### src/hdl/pdm_cic_decimator_top_macros.svh
// assertion macros used by the decimator top
`ifndef PDM_CIC_DECIMATOR_TOP_MACROS_SVH
`define PDM_CIC_DECIMATOR_TOP_MACROS_SVH

// same-cycle implication, checked out of reset
`define PDM_ASSERT_NOW(label, ante, cons, msg) \
	label: assert property (@(posedge clk) disable iff (!arst_n) (ante) |-> (cons)) \
		else $error(msg);

// next-cycle implication, checked out of reset
`define PDM_ASSERT_NEXT(label, ante, cons, msg) \
	label: assert property (@(posedge clk) disable iff (!arst_n) (ante) |=> (cons)) \
		else $error(msg);

`endif

### src/hdl/pdm_cic_pkg.sv
package pdm_cic_pkg;

	// block geometry
	localparam int SAMPLES_PER_BLOCK = 32;
	localparam int SPB_W = $clog2(SAMPLES_PER_BLOCK);

	// field and state widths
	localparam int BPS_W = 5;
	localparam int DISC_W = 4;
	localparam int LEN_W = BPS_W + 1;
	localparam int DCOUNT_W = BPS_W + SPB_W;
	localparam int SAMPLE_W = 16;
	localparam int SUM_W = SAMPLE_W + SPB_W;
	localparam int PDM_W = 8;
	localparam int PCM_W = 8;
	localparam int CFG_IDX_W = 2;

	// register reset values
	localparam logic [BPS_W-1:0] BPS_RESET = 5'd8;
	localparam logic [DISC_W-1:0] DISC_RESET = 4'd6;

	// offset binary zero of the pcm output
	localparam logic [PCM_W-1:0] PCM_OFFSET = 8'd128;

	// configuration register indexes
	typedef enum logic [CFG_IDX_W-1:0] {
		REG_DECIM_LEN      = 2'd0,
		REG_DISCARD_BLOCKS = 2'd1
	} cfg_reg_t;

	typedef struct packed {
		logic [BPS_W-1:0]  decim_len;
		logic [DISC_W-1:0] discard_blocks;
	} cfg_t;

	// one sample moving between stages
	typedef struct packed {
		logic                valid;
		logic [SAMPLE_W-1:0] value;
	} sample_t;

	// one pcm result ready for the output buffer
	typedef struct packed {
		logic             valid;
		logic [PCM_W-1:0] data;
	} pcm_t;

	// number of set bits in a byte, pairwise reduction
	function automatic logic [3:0] ones_in_byte(input logic [7:0] v);
		logic [7:0] pairs;
		logic [7:0] nibbles;
		pairs = (v & 8'h55) + ((v >> 1) & 8'h55);
		nibbles = (pairs & 8'h33) + ((pairs >> 2) & 8'h33);
		return nibbles[3:0] + nibbles[7:4];
	endfunction

endpackage

### src/hdl/pdm_cic_front.sv
module pdm_cic_front (
	input  logic                               clk,
	input  logic                               arst_n,
	input  logic                               adv,
	input  logic                               in_valid,
	input  logic [pdm_cic_pkg::PDM_W-1:0]      pdm_byte,
	input  pdm_cic_pkg::cfg_t                  cfg,
	output pdm_cic_pkg::sample_t               integ
);

	logic                                  valid_s1;
	logic [pdm_cic_pkg::PDM_W-1:0]         byte_s1;
	logic                                  valid_s2;
	logic [pdm_cic_pkg::SAMPLE_W-1:0]      integ_one_q;
	logic [pdm_cic_pkg::SAMPLE_W-1:0]      integ_two_q;
	logic [pdm_cic_pkg::BPS_W-1:0]         byte_idx_q;
	logic [pdm_cic_pkg::DISC_W-1:0]        blocks_q;
	logic [pdm_cic_pkg::DCOUNT_W-1:0]      dcount_q;

	logic [pdm_cic_pkg::LEN_W-1:0]         len;
	logic                                  discarding;
	logic [pdm_cic_pkg::DCOUNT_W:0]        dcount_next;
	logic [pdm_cic_pkg::DCOUNT_W:0]        dlimit;
	logic [3:0]                            pop;
	logic [4:0]                            delta;
	logic [pdm_cic_pkg::SAMPLE_W-1:0]      integ_one_next;
	logic [pdm_cic_pkg::SAMPLE_W-1:0]      integ_two_next;
	logic [pdm_cic_pkg::LEN_W-1:0]         idx_next;
	logic                                  sample_done;

	// sample length, discard test, popcount and integrator sums
	always_comb begin
		len = (cfg.decim_len == '0) ? pdm_cic_pkg::LEN_W'(1 << pdm_cic_pkg::BPS_W)
			: {1'b0, cfg.decim_len};
		discarding = blocks_q < cfg.discard_blocks;
		dcount_next = {1'b0, dcount_q} + 1'b1;
		dlimit = {len, pdm_cic_pkg::SPB_W'(0)};
		pop = pdm_cic_pkg::ones_in_byte(byte_s1);
		delta = {pop, 1'b0} - 5'd8;
		integ_one_next = integ_one_q + {{(pdm_cic_pkg::SAMPLE_W-5){delta[4]}}, delta};
		integ_two_next = integ_two_q + integ_one_next;
		idx_next = {1'b0, byte_idx_q} + 1'b1;
		sample_done = idx_next >= len;
	end

	// input byte register
	always_ff @(posedge clk) begin
		if (adv) begin
			byte_s1 <= pdm_byte;
		end
	end

	// discard counters, integrators and byte counter
	always_ff @(posedge clk or negedge arst_n) begin
		if (!arst_n) begin
			valid_s1 <= 1'b0;
			valid_s2 <= 1'b0;
			integ_one_q <= '0;
			integ_two_q <= '0;
			byte_idx_q <= '0;
			blocks_q <= '0;
			dcount_q <= '0;
		end else if (adv) begin
			valid_s1 <= in_valid;
			valid_s2 <= 1'b0;
			if (valid_s1) begin
				if (discarding) begin
					if (dcount_next >= dlimit) begin
						dcount_q <= '0;
						blocks_q <= blocks_q + 1'b1;
					end else begin
						dcount_q <= dcount_next[pdm_cic_pkg::DCOUNT_W-1:0];
					end
				end else begin
					integ_one_q <= integ_one_next;
					integ_two_q <= integ_two_next;
					if (sample_done) begin
						byte_idx_q <= '0;
						valid_s2 <= 1'b1;
					end else begin
						byte_idx_q <= idx_next[pdm_cic_pkg::BPS_W-1:0];
					end
				end
			end
		end
	end

	assign integ.valid = valid_s2;
	assign integ.value = integ_two_q;

endmodule

### src/hdl/pdm_cic_comb.sv
module pdm_cic_comb (
	input  logic                  clk,
	input  logic                  arst_n,
	input  logic                  adv,
	input  pdm_cic_pkg::sample_t  integ,
	output pdm_cic_pkg::sample_t  comb
);

	logic                              valid_s3;
	logic [pdm_cic_pkg::SAMPLE_W-1:0]  sample_s3;
	logic [pdm_cic_pkg::SAMPLE_W-1:0]  first_d0_q;
	logic [pdm_cic_pkg::SAMPLE_W-1:0]  first_d1_q;
	logic [pdm_cic_pkg::SAMPLE_W-1:0]  second_d0_q;
	logic [pdm_cic_pkg::SAMPLE_W-1:0]  second_d1_q;
	logic [pdm_cic_pkg::SAMPLE_W-1:0]  comb_a;

	// first comb stage, low bits are all that reach the sample
	assign comb_a = integ.value - first_d1_q;

	// comb delay lines and second comb stage
	always_ff @(posedge clk or negedge arst_n) begin
		if (!arst_n) begin
			valid_s3 <= 1'b0;
			sample_s3 <= '0;
			first_d0_q <= '0;
			first_d1_q <= '0;
			second_d0_q <= '0;
			second_d1_q <= '0;
		end else if (adv) begin
			valid_s3 <= integ.valid;
			if (integ.valid) begin
				first_d1_q <= first_d0_q;
				first_d0_q <= integ.value;
				second_d1_q <= second_d0_q;
				second_d0_q <= comb_a;
				sample_s3 <= comb_a - second_d1_q;
			end
		end
	end

	assign comb.valid = valid_s3;
	assign comb.value = sample_s3;

endmodule

### src/hdl/pdm_cic_dc.sv
module pdm_cic_dc (
	input  logic                  clk,
	input  logic                  arst_n,
	input  logic                  adv,
	input  pdm_cic_pkg::sample_t  comb,
	output pdm_cic_pkg::pcm_t     push
);

	logic [pdm_cic_pkg::SUM_W-1:0]     block_sum_q;
	logic [pdm_cic_pkg::SAMPLE_W-1:0]  dc_avg_q;
	logic [pdm_cic_pkg::SPB_W-1:0]     sample_idx_q;

	logic [pdm_cic_pkg::SAMPLE_W-1:0]  adjusted;
	logic [pdm_cic_pkg::SUM_W-1:0]     sum_next;
	logic [pdm_cic_pkg::SUM_W-1:0]     bias;
	logic [pdm_cic_pkg::SUM_W-1:0]     rounded;
	logic [pdm_cic_pkg::SPB_W:0]       idx_next;
	logic                              block_end;

	// dc removal, block sum and average truncated toward zero
	always_comb begin
		adjusted = comb.value - dc_avg_q;
		sum_next = block_sum_q + {{pdm_cic_pkg::SPB_W{comb.value[pdm_cic_pkg::SAMPLE_W-1]}},
			comb.value};
		bias = sum_next[pdm_cic_pkg::SUM_W-1]
			? pdm_cic_pkg::SUM_W'(pdm_cic_pkg::SAMPLES_PER_BLOCK - 1) : '0;
		rounded = sum_next + bias;
		idx_next = {1'b0, sample_idx_q} + 1'b1;
		block_end = idx_next >= (pdm_cic_pkg::SPB_W+1)'(pdm_cic_pkg::SAMPLES_PER_BLOCK);
	end

	// block accumulation and average update
	always_ff @(posedge clk or negedge arst_n) begin
		if (!arst_n) begin
			block_sum_q <= '0;
			dc_avg_q <= '0;
			sample_idx_q <= '0;
		end else if (adv && comb.valid) begin
			if (block_end) begin
				block_sum_q <= '0;
				dc_avg_q <= rounded[pdm_cic_pkg::SUM_W-1:pdm_cic_pkg::SPB_W];
				sample_idx_q <= '0;
			end else begin
				block_sum_q <= sum_next;
				sample_idx_q <= idx_next[pdm_cic_pkg::SPB_W-1:0];
			end
		end
	end

	// scale to eight bits and shift to offset binary
	assign push.valid = comb.valid;
	assign push.data = adjusted[pdm_cic_pkg::PCM_W+1:2] + pdm_cic_pkg::PCM_OFFSET;

endmodule

### src/hdl/pdm_cic_decimator_top.sv
// PDM to PCM decimator: second order CIC with block DC removal.
// Input channel in_valid/in_ready/pdm_byte: one transfer carries eight PDM bits.
// Output channel out_valid/out_ready/pcm_byte: one offset binary PCM byte per
// sample, one sample for every decim_len input bytes (32 when decim_len is 0).
// Config channel cfg_valid/cfg_ready/cfg_index/cfg_data: index 0 writes
// decim_len (bytes per sample), index 1 writes discard_blocks; other indexes
// are ignored. cfg_ready is always high; write only while the block is idle.
// Throughput: one input byte per cycle while the skid entry of the output buffer is free.
// Path: a byte that completes a sample reaches pcm_byte through the input byte
// register, the integrators and the comb, then dc removal into the output register.
// The first discard_blocks blocks of 32 samples worth of bytes are dropped.
// Reset clears filter state, counters and buffers and loads the register
// defaults (8 bytes per sample, 6 discarded blocks).
// When the receiver stalls, a two entry output buffer absorbs results;
// in_ready falls only once both entries are full, and the whole pipeline
// holds until the skid entry is free again.
`include "pdm_cic_decimator_top_macros.svh"

module pdm_cic_decimator_top (
	input  logic                                clk,
	input  logic                                arst_n,
	input  logic                                in_valid,
	output logic                                in_ready,
	input  logic [pdm_cic_pkg::PDM_W-1:0]       pdm_byte,
	output logic                                out_valid,
	input  logic                                out_ready,
	output logic [pdm_cic_pkg::PCM_W-1:0]       pcm_byte,
	input  logic                                cfg_valid,
	output logic                                cfg_ready,
	input  logic [pdm_cic_pkg::CFG_IDX_W-1:0]   cfg_index,
	input  logic [pdm_cic_pkg::BPS_W-1:0]       cfg_data
);

	pdm_cic_pkg::cfg_t     cfg_q;
	pdm_cic_pkg::sample_t  integ;
	pdm_cic_pkg::sample_t  comb;
	pdm_cic_pkg::pcm_t     push;

	logic                             adv;
	logic                             out_free;
	logic                             stall_push;
	logic                             out_valid_q;
	logic [pdm_cic_pkg::PCM_W-1:0]    out_data_q;
	logic                             skid_valid_q;
	logic [pdm_cic_pkg::PCM_W-1:0]    skid_data_q;

	// pipeline moves whenever the skid entry is free
	assign adv = !skid_valid_q;
	assign in_ready = adv;
	assign cfg_ready = 1'b1;
	assign out_free = !out_valid_q || out_ready;

	// a result arriving while the output register is held
	assign stall_push = push.valid && adv && !out_free;

	// configuration registers
	always_ff @(posedge clk or negedge arst_n) begin
		if (!arst_n) begin
			cfg_q.decim_len <= pdm_cic_pkg::BPS_RESET;
			cfg_q.discard_blocks <= pdm_cic_pkg::DISC_RESET;
		end else if (cfg_valid && cfg_ready) begin
			case (cfg_index)
				pdm_cic_pkg::REG_DECIM_LEN: begin
					cfg_q.decim_len <= cfg_data;
				end
				pdm_cic_pkg::REG_DISCARD_BLOCKS: begin
					cfg_q.discard_blocks <= cfg_data[pdm_cic_pkg::DISC_W-1:0];
				end
				default: begin
				end
			endcase
		end
	end

	pdm_cic_front u_front (
		.clk      (clk),
		.arst_n   (arst_n),
		.adv      (adv),
		.in_valid (in_valid),
		.pdm_byte (pdm_byte),
		.cfg      (cfg_q),
		.integ    (integ)
	);

	pdm_cic_comb u_comb (
		.clk    (clk),
		.arst_n (arst_n),
		.adv    (adv),
		.integ  (integ),
		.comb   (comb)
	);

	pdm_cic_dc u_dc (
		.clk    (clk),
		.arst_n (arst_n),
		.adv    (adv),
		.comb   (comb),
		.push   (push)
	);

	// output register with skid entry
	always_ff @(posedge clk or negedge arst_n) begin
		if (!arst_n) begin
			out_valid_q <= 1'b0;
			skid_valid_q <= 1'b0;
		end else if (skid_valid_q) begin
			if (out_free) begin
				out_valid_q <= 1'b1;
				skid_valid_q <= 1'b0;
			end
		end else if (out_free) begin
			out_valid_q <= push.valid;
		end else if (push.valid) begin
			skid_valid_q <= 1'b1;
		end
	end

	// output buffer data
	always_ff @(posedge clk) begin
		if (skid_valid_q) begin
			if (out_free) begin
				out_data_q <= skid_data_q;
			end
		end else if (out_free) begin
			out_data_q <= push.data;
		end else if (push.valid) begin
			skid_data_q <= push.data;
		end
	end

	assign out_valid = out_valid_q;
	assign pcm_byte = out_data_q;

	// output buffer checks
	`PDM_ASSERT_NOW(a_skid_behind_out, skid_valid_q, out_valid_q, "skid full, output empty")
	`PDM_ASSERT_NEXT(a_stall_fills_skid, stall_push, skid_valid_q, "stalled result lost")
	`PDM_ASSERT_NEXT(a_skid_drains, skid_valid_q && out_ready, !skid_valid_q, "skid not drained")

endmodule

### config.mk
export PLATFORM = sky130hd
export DESIGN_NAME = pdm_cic_decimator_top
export DESIGN_NICKNAME = d
export VERILOG_FILES = /design/src/hdl/pdm_cic_pkg.sv /design/src/hdl/pdm_cic_front.sv /design/src/hdl/pdm_cic_comb.sv /design/src/hdl/pdm_cic_dc.sv /design/src/hdl/pdm_cic_decimator_top.sv
export VERILOG_INCLUDE_DIRS = /design/src /design/src/hdl
export SDC_FILE = /design/constraint.sdc
export NUM_CORES = 1
export LEC_CHECK = 0
export BUFFER_PORTS_ARGS = -buffer_cell sky130_fd_sc_hd__buf_2
export CAP_MARGIN = 0
export CORE_ASPECT_RATIO = 0.6
export CORE_MARGIN = 10
export CORE_UTILIZATION = 50
export CTS_BUF_LIST = sky130_fd_sc_hd__clkbuf_2
export DETAILED_ROUTE_END_ITERATION = 8
export PLACE_DENSITY = 0.66
export SKIP_LAST_GASP = 1
export SLEW_MARGIN = 40
export SYNTH_ARGS = -nofsm -noshare
export SYNTH_HDL_FRONTEND = slang
export SYNTH_SLANG_ARGS = --single-unit
### constraint.sdc
create_clock -name clk -period 7.65 [get_ports clk]
set_input_delay 1.1475 -clock clk [delete_from_list [all_inputs] [get_ports clk]]
set_output_delay 1.1475 -clock clk [all_outputs]
set_load 0.03 [all_outputs]
# [Word level (Yosys, flattened, before mapping)]
# Index checks and enable logic that the tools add are counted.
[totals] reg_bits=205 inputBits=20 out_inout_bits=11 elab_cells=80
[classes] add_sub_neg=16 n_lt_le_gt_ge=4 eq_ne=1 muxes=19 bitwise=3 reduce_logical=14
[ops] cell="$add A16 B16 Y16" count=2
[ops] cell="$sub A16 B16 Y16" count=2
[ops] cell="$mux W8" count=3
[ops] cell="$add A21 B21 Y21" count=1
[ops] cell="$mux W21" count=1
[ops] cell="$add A15 B5 Y15" count=1
[ops] cell="$mux W5" count=3
[ops] cell="$add A5 B1 Y6 const B" count=2
[ops] cell="$add A10 B1 Y11 const B" count=1
[ops] cell="$ge A11 B11 Y1" count=1
[ops] cell="$mux W1" count=10
[ops] cell="$mux W10" count=1
[ops] cell="$sub A10 B10 Y10" count=1
[ops] cell="$reduce_and A3 Y1" count=3
[ops] cell="$add A7 B7 Y8" count=1
[ops] cell="$add A8 B8 Y8 const B" count=1
[ops] cell="$reduce_and A2 Y1" count=4
[ops] cell="$add A6 B6 Y7" count=1
[ops] cell="$ge A6 B6 Y1" count=1
[ops] cell="$ge A6 B6 Y1 const B" count=1
[ops] cell="$mux W6" count=1
[ops] cell="$logic_not A5 Y1" count=1
[ops] cell="$sub A5 B4 Y5 const B" count=1
[ops] cell="$add A4 B1 Y4 const B" count=1
[ops] cell="other kinds (9)" count=12

# [Depth between registers and ports, before layout]
# Gate-level depths: netlist of run 1.
[depth] word_depth=6 mapped_depth=25 mapped_depth_nobuf=25

# [Modules after synthesis]
# A second synthesis of run 1 with hierarchy kept.
[hier_totals] hier_cells=1215 area_unflattened_um2=12532.0
[by_module_without_submodules] module="pdm_cic_comb" n_inst=1 cells_each=395 area_per_inst_um2=4375.4 seq_area_each_um2=2026.9
[by_module_without_submodules] module="pdm_cic_front" n_inst=1 cells_each=444 area_per_inst_um2=4262.8 seq_area_each_um2=1516.5
[by_module_without_submodules] module="pdm_cic_dc" n_inst=1 cells_each=321 area_per_inst_um2=2871.5 seq_area_each_um2=900.9
[by_module_without_submodules] module="pdm_cic_decimator_top" n_inst=1 cells_each=55 area_per_inst_um2=1022.2 seq_area_each_um2=759.5

# [Worst setup path after synthesis of run 1]
# Ideal clock, no wire load.
[synth_path] path_kind="register -> register" from="register u_front.byte_s1[2] in the netlist's numbering" to="register u_front.integ_two_q[15] in the netlist's numbering" arrival_time_ns=5.224 path_slack_ns=2.303 path_stages_with_launch=23 path_buffers=0 period_less_slack_ns=5.347 cell_sequence="edfxtp_1 ha_1 ha_1 fa_1 inv_1 fa_1 xor2_1 inv_1 ha_1 o21a_1 o31a_1 o21a_1 a21oi_1 xnor2_1 ha_1 and2_1 o21ai_0 a31oi_1 and4_1 nor3_1 xor2_1 nand2_1 xnor2_1"
[synth_between] elab_chain_cells=6
[synth_lines] element="from (decl)" line_no="pdm_cic_front.sv:12" rtl="logic [pdm_cic_pkg::PDM_W-1:0] byte_s1;"
[synth_lines] element="from (signal assigned)" line_no="pdm_cic_front.sv:49" rtl="byte_s1 <= pdm_byte;"
[synth_lines] element="$add A7 B7 Y8" line_no="pdm_cic_pkg.sv:52" rtl="pairs = (v & 8'h55) + ((v >> 1) & 8'h55);"
[synth_lines] element="$add A6 B6 Y7" line_no="pdm_cic_pkg.sv:53" rtl="nibbles = (pairs & 8'h33) + ((pairs >> 2) & 8'h33);"
[synth_lines] element="$add A4 B4 Y4" line_no="pdm_cic_pkg.sv:54" rtl="return nibbles[3:0] + nibbles[7:4];"
[synth_lines] element="$sub A5 B4 Y5" line_no="pdm_cic_front.sv:39" rtl="delta = {pop, 1'b0} - 5'd8;"
[synth_lines] element="$add A16 B16 Y16" line_no="pdm_cic_front.sv:40" rtl="integ_one_next = integ_one_q + {{(pdm_cic_pkg::SAMPLE_W-5){delta[4]}}, delta};"
[synth_lines] element="via u_front.integ_one_next (one bit)" line_no="pdm_cic_front.sv:26" rtl="logic [pdm_cic_pkg::SAMPLE_W-1:0] integ_one_next;"
[synth_lines] element="$add A16 B16 Y16" line_no="pdm_cic_front.sv:41" rtl="integ_two_next = integ_two_q + integ_one_next;"
[synth_lines] element="to (signal assigned)" line_no="pdm_cic_front.sv:76" rtl="integ_two_q <= integ_two_next;"
[synth_lines] element="to (decl)" line_no="pdm_cic_front.sv:15" rtl="logic [pdm_cic_pkg::SAMPLE_W-1:0] integ_two_q;"
# The timed path passes the listed nets, and every way through them passes these cells.
# A chain may end at the register's enable or synchronous reset.

# [Worst setup path in the final report of run 1]
# Same ends and word-level chain as after synthesis.

==> results.py, run 1 <==
metrics = {
    "timing": {
        "max_slew_margin": 0.469,
        "clock_skew_ns": 0.0504,
        "hold_viol": 0,
        "setup_slack_ns": 1.16,
        "final.min_clock_period_ns": 6.49,
        "rsz0062_at_grt": "no",
        "fin_crit_sh": 0.848,
        "setup_viol": 0,
        "drv_slew": 0,
        "tightestPinTransition_ns": 0.796,
        "fmax_ghz": 0.154,
        "final.setup.tns_ns": 0,
    },
    "yosys": {
        "ys.flop_type": "dfrtp_1",
        "synth_top_family_by_area": "compound AO/OA/AOI/OAI gates",
        "synth_cell_type_count": 70,
        "synth_cells": 1207,
        "syn-num-nets": 1353,
        "synth_top_area_frac": 0.352,
        "synth_area_leaders": "dfrtp_1, ha_1, mux2_2",
        "synth_compound_area_frac": 0.145,
        "yosysWarningCount": 0,
        "synth-edff-count": 24,
        "synth.yosys.seq_area_share": 0.419,
        "synth_area_leader_cell": "dfrtp_1",
        "syn_avg_cell_area_um2": 10.0,
        "muxShareOfSynthArea": 0.0677,
        "synth-async-reset-ratio": 0.878,
        "synth_simple_gate_area_share": 0.132,
        "synthXorXnorAreaFrac": 0.0653,
        "ys_seq_elements": 197,
        "syn-cell-area_um2": 12100,
        "synthAdderAreaFrac": 0.134,
    },
    "route": {
        "viasPerCell": 5.53,
        "dr_wl_met3_mm": 1.36,
        "vias": 8620,
        "drt_pass1_iterations": 6,
        "wl_mm": 24.2,
        "wl_met1_mm": 13.8,
        "top_layer": "met4",
        "route.met2.wl_mm": 8.79,
        "routedWlPerCell_um": 15.5,
        "post-route-drc-count": 0,
        "antenna_left": 0,
        "dr.first_iter.drc_count": 629,
    },
    "die": {
        "initial_utilization": 0.516,
        "die-width_um": 221,
        "num_rows": 43,
        "die_area_um2": 31000,
        "fp.dieH_um": 140,
        "num_io_pins": 31,
        "coreArea_um2": 23400,
    },
    "clocking": {
        "cts_hold_buf": 0,
        "cts_made_buffers": 17,
        "path_clk_slew_ns": 0.28,
        "cts_max_level": 4,
        "cts_root_buf": "clkbuf_2",
        "cts_tree": "done",
        "cts-resized-gates": 0,
        "cts.sinks": 197,
        "post_cts_buffers": 0,
        "clk_path_buf_depth": 2,
        "clock_latency_ns": 0.83,
    },
    "global_route": {
        "overflow": 0,
        "track_usage": 0.158,
        "first_global_vias": 7900,
        "grt_max_degree": 98,
        "antenna_found_initial": 2,
        "grt_pass1_wl_mm": 40.2,
    },
    "placement": {
        "dp_hpwl_mm": 17.9,
        "place_area_um2": 12500,
        "gp_congestion": 0.849,
        "portBuffers": 29,
        "place_ws_ns": 1.34,
    },
    "worst_setup_path": {
        "path_class": "register to register",
        "worstSetupStartpointType": "register",
        "worst_path_max_delay_cell": "xor2_1",
        "arrival_ns": 7.21,
        "cpMostUsedCell": "ha_1",
        "critPathRequiredTime_ns": 8.38,
        "cp_max_fo": 14,
        "max_stage_delay_ns": 0.48,
        "endpoint_kind": "register",
    },
    "flow_run": {
        "max_cap_viol_count": 0,
    },
    "layout": {
        "fill_cells": 2130,
        "area_delta_synth_final_pct": 6.12,
        "regArea_um2": 5050,
        "final_util": 0.547,
        "final_layout_size_suffix_gt1_frac": 0.127,
        "nNetsFinal": 1374,
        "final_cell_area_um2": 12800,
        "multi_input_area_um2": 6600,
    },
    "status": {
        "status": "complete, no violations",
    },
    "hold_path": {
        "min_path_type": "primary input to async pin",
    },
}
## per-stage QoR
step,hold WS (ns),instances
detailed placement,0.467,1523
floorplan,0.443,1207
global placement,0.459,1523
global route,0.0287,1558
CTS,0.269,1555
finish,0.114,1558
## registers in the layout, indices dropped and copies added, names as in the netlist, 4 cells and up
signal	count
u_front.byte_idx_q	5
u_comb.second_d1_q	15
u_front.blocks_q	4
u_front.integ_one_q	15
u_front.dcount_q	10
u_comb.first_d0_q	15
skid_data_q	8
u_comb.sample_s3	15
u_dc.block_sum_q	20
cfg_q	9
u_front.integ_two_q	15
u_comb.first_d1_q	15
u_front.byte_s1	8
u_dc.sample_idx_q	5
pcm_byte	8
u_comb.second_d0_q	15
u_dc.dc_avg_q	10
## final timing paths
path / start / endpoint / slack, ns / depth (start not counted)
max in group asynchronous: arst_n / u_front.integ_two_q[6] / 6.16 / 3
worst min-delay path: arst_n / u_front.integ_one_q[6] / 0.11 / 1
min in group clk: pdm_byte[3] / u_front.byte_s1[3] / 0.49 / 1
worst max register to register: u_front.byte_s1[2] / u_front.integ_two_q[15] / 1.16 / 25
worst min register to register: u_front.blocks_q[3] / u_front.blocks_q[3] / 0.49 / 1
worst max-delay path: u_front.byte_s1[2] / u_front.integ_two_q[15] / 1.16 / 25
## layout by cell type, fill, tap and decap left out, types with 6 or more instances in the layout
master,Yosys,routed
edfxtp_1,24,24
mux2_2,69,69
nor2b_1,15,15
o21ai_0,78,78
buf_2,1,28
ha_1,120,120
nand2_1,150,149
a21oi_1,41,41
o21bai_1,11,11
or3_1,7,7
xor2_1,35,35
nor2_1,54,53
o21a_1,13,13
a211oi_1,10,10
a22o_1,20,20
a21o_1,21,21
dfrtp_1,170,170
nand3_1,29,29
or2_2,6,6
inv_1,84,84
o211ai_1,8,8
nor3_1,18,18
and3_1,18,18
clkbuf_2,0,19
xnor2_1,55,55
fa_1,6,6
a31oi_1,10,10
o31ai_1,22,22
nand2b_1,10,10
## logic make-up after synthesis
group                      count (synthesis)
AOI/OAI and AO/OA                        266
xor gates and xnor gates                  90
adders and majority gates                126
buffers and inverters                    116
DFF                                      197
muxes                                     73
other                                      1
and+or+nand+nor                          338
## Yosys cell counts, types with 5 or more instances
master and n:
dfrtp_1 170, o31ai_1 22, nand2_1 150, o21a_1 13
inv_1 84, nand2b_1 10, fa_1 6, nand3_1 29
xnor2_1 55, nor3_1 18, a21oi_1 41, and3_1 18
a31oi_1 10, nor2_1 54, edfxtp_1 24, nor2b_1 15
o21bai_1 11, a22o_1 20, a211oi_1 10, mux2_2 69
xor2_1 35, o211ai_1 8, or3_1 7, or2_2 6
o21ai_0 78, ha_1 120, a21o_1 21, clkbuf_1 28
nor3b_1 5
## worst max-delay path, delay by kind of cell, from the launching register on
kind	cells	cell delay, ns
AO/OA/AOI/OAI	7	1.61
XOR/XNOR	3	0.79
adder cells (fa/ha/maj)	6	2.08
buffers and inverters	2	0.47
flip-flops	1	0.44
multiplexers	1	0.12
AND/OR/NAND/NOR	6	0.87
## layer usage
layer  track usage  vias to the layer above
met3        0.0363                       21
met5             0                        -
li1              -                     4332
met1         0.258                     4102
met4        0.0424                        0
met2         0.195                      165
## cell type report
type	instances	share of cell area
clock buffers	19	0.00742
clock inverters	13	0.0102
inverters	84	0.0246
well taps	315	0.0308
flip-flops and latches	197	0.395
repair buffers	34	0.0169
multi-input cells	894	0.515
diodes	2	0.000391
Power of run 1 is left out: the tool's default activity adds up to more than one toggle a clock period on the data nets, which glitch-free logic cannot reach.
==> run 2: changes to the inputs <==
==> constraint.sdc (replaced) <==
create_clock -name clk -period 6.45 [get_ports clk]
set_input_delay 0.9675 -clock clk [delete_from_list [all_inputs] [get_ports clk]]
set_output_delay 0.9675 -clock clk [all_outputs]
set_load 0.03 [all_outputs]
==> run 2 against run 1 <==
Effect of this change:
- sequential share of layout area fell by 0.081 points
- non-clock buffer count grew 1
- worst setup slack lost 0.71 ns
- utilization rose by 0.11 points
- flip-flop and latch count unchanged
- clock skew down 0.0035 ns
- critical path type unchanged
==> results.py, run 2 (synthesis results as in run 1) <==
metrics = {
    "status": {
        "status": "complete, no violations",
    },
    "global_route": {
        "grt_pass1_wl_mm": 41.0,
        "grt_max_degree": 81,
        "overflow": 0,
        "track_usage": 0.162,
        "first_global_vias": 7927,
        "antenna_found_initial": 0,
    },
    "die": {
        "die_area_um2": 31000,
        "fp.dieH_um": 140,
        "coreArea_um2": 23400,
        "num_rows": 43,
        "initial_utilization": 0.516,
        "die-width_um": 221,
        "num_io_pins": 31,
    },
    "worst_setup_path": {
        "worstSetupStartpointType": "register",
        "arrival_ns": 6.77,
        "cpMostUsedCell": "ha_1",
        "crit_end": "u_front.integ_two_q[15]",
        "worst-path-buf-inv": 3,
        "crit_chain": "ha_1 > ha_1 > fa_1 > inv_1 > fa_1 > xor2_2 > inv_2 > ha_1 > inv_1 > o21bai_1 > a21oi_1 > o21a_1 > o21bai_1 > a211oi_1 > nor2_1 > ha_1 > nand3_1 > nand4b_1 > a31oi_1 > nor4_1 > nor3_1 > xor2_1 > nand2_1 > xnor2_1",
        "endpoint_kind": "register",
        "max_stage_delay_ns": 0.52,
        "cp_num_cells": 24,
        "crit_start": "u_front.byte_s1[2]",
        "cp_max_fo": 10,
        "reg2reg_to": "u_front.integ_two_q[15]",
        "worst_path_max_delay_cell": "fa_1",
        "reg2reg_from": "u_front.byte_s1[2]",
        "critPathRequiredTime_ns": 7.22,
        "r2r_cells": 24,
        "r2r_slack_ns": 0.45,
        "path_class": "register to register",
        "critPathTopFamily": "adder cells",
    },
    "layout": {
        "instances_no_fill": 1557,
        "final_layout_size_suffix_gt1_frac": 0.130,
        "fill_cells": 2088,
        "regMostFlops": "u_dc.block_sum_q",
        "regArea_um2": 5050,
        "largest_reg_flops": 20,
        "layout_commonest_cell": "dfrtp_1",
        "nNetsFinal": 1375,
        "multi_input_area_um2": 6610,
        "diodes": 0,
        "area_delta_synth_final_pct": 6.33,
        "layout_common_cells": "dfrtp_1, nand2_1, ha_1",
    },
    "route": {
        "vias": 8594,
        "dr.first_iter.drc_count": 813,
        "wl_mm": 24.2,
        "drt_pass1_iterations": 5,
        "antenna_left": 0,
        "routedWlPerCell_um": 15.5,
        "post-route-drc-count": 0,
        "viasPerCell": 5.52,
    },
    "hold_path": {
        "min_path_type": "primary input to async pin",
    },
    "timing": {
        "setup_viol": 0,
        "final.min_clock_period_ns": 6.00,
        "clock_skew_ns": 0.0469,
        "tightestPinTransition_ns": 0.824,
        "rsz0062_at_grt": "no",
        "max_slew_margin": 0.450,
        "fmax_ghz": 0.167,
        "fin_crit_sh": 0.930,
        "setup_slack_ns": 0.453,
        "drv_slew": 0,
        "final.setup.tns_ns": 0,
        "hold_viol": 0,
    },
    "clocking": {
        "cts_hold_buf": 0,
        "cts_max_level": 4,
        "cts_tree": "done",
        "path_clk_slew_ns": 0.28,
        "cts-resized-gates": 0,
        "cts_root_buf": "clkbuf_2",
        "cts.sinks": 197,
        "clk_path_buf_depth": 2,
        "clock_latency_ns": 0.87,
        "post_cts_buffers": 0,
        "cts_made_buffers": 17,
    },
    "placement": {
        "dp_hpwl_mm": 17.9,
        "gp_congestion": 0.837,
        "place_inst": 1525,
        "portBuffers": 29,
        "place_ws_ns": 0.337,
    },
    "flow_run": {
        "max_cap_viol_count": 0,
    },
}
[run 2: cell count changes in the layout (fill, tap and decap cells not counted), moves of 2 or more]
cell     change
buf_4        +3
diode_2      -2
inv_8        +3
inv_6        -2
[run 2: through the flow]
stage,instance area [µm²],utilization,hold slack (ns)
2_1_floorplan,12100,-,0.443
3_3_place_gp,12500,0.536,0.457
3_5_place_dp,12600,0.536,0.468
4_1_cts,12800,0.548,0.0421
5_1_grt,12800,0.548,0.0597
6_report,12800,0.548,0.0925
[run 2: layout make-up]
type / count / share of cell area
Clock buffer: 18 / 0.00702
Clock inverter: 14 / 0.0137
Inverter: 84 / 0.0246
Multi-Input combinational cell: 894 / 0.515
Sequential cell: 197 / 0.394
Tap cell: 315 / 0.0307
Timing Repair Buffer: 35 / 0.0155
[run 2: layer usage]
layer	share of wire	up-vias	track usage
li1	-	4321	-
met1	0.57	4096	0.264
met2	0.36	160	0.196
met3	0.063	17	0.0439
met4	0.0098	0	0.0403
met5	0	-	0
[run 2: worst min-delay path by stage]
stage	cells after the start	endpoint
after floorplan	2	u_dc.block_sum_q[1]
after global placement	2	u_dc.block_sum_q[1]
after detailed placement	2	u_comb.second_d0_q[10]
after CTS	1	u_dc.block_sum_q[17]
after global routing	1	u_dc.block_sum_q[17]
final	1	u_dc.block_sum_q[17]
Power of run 2 is left out for the same reason.
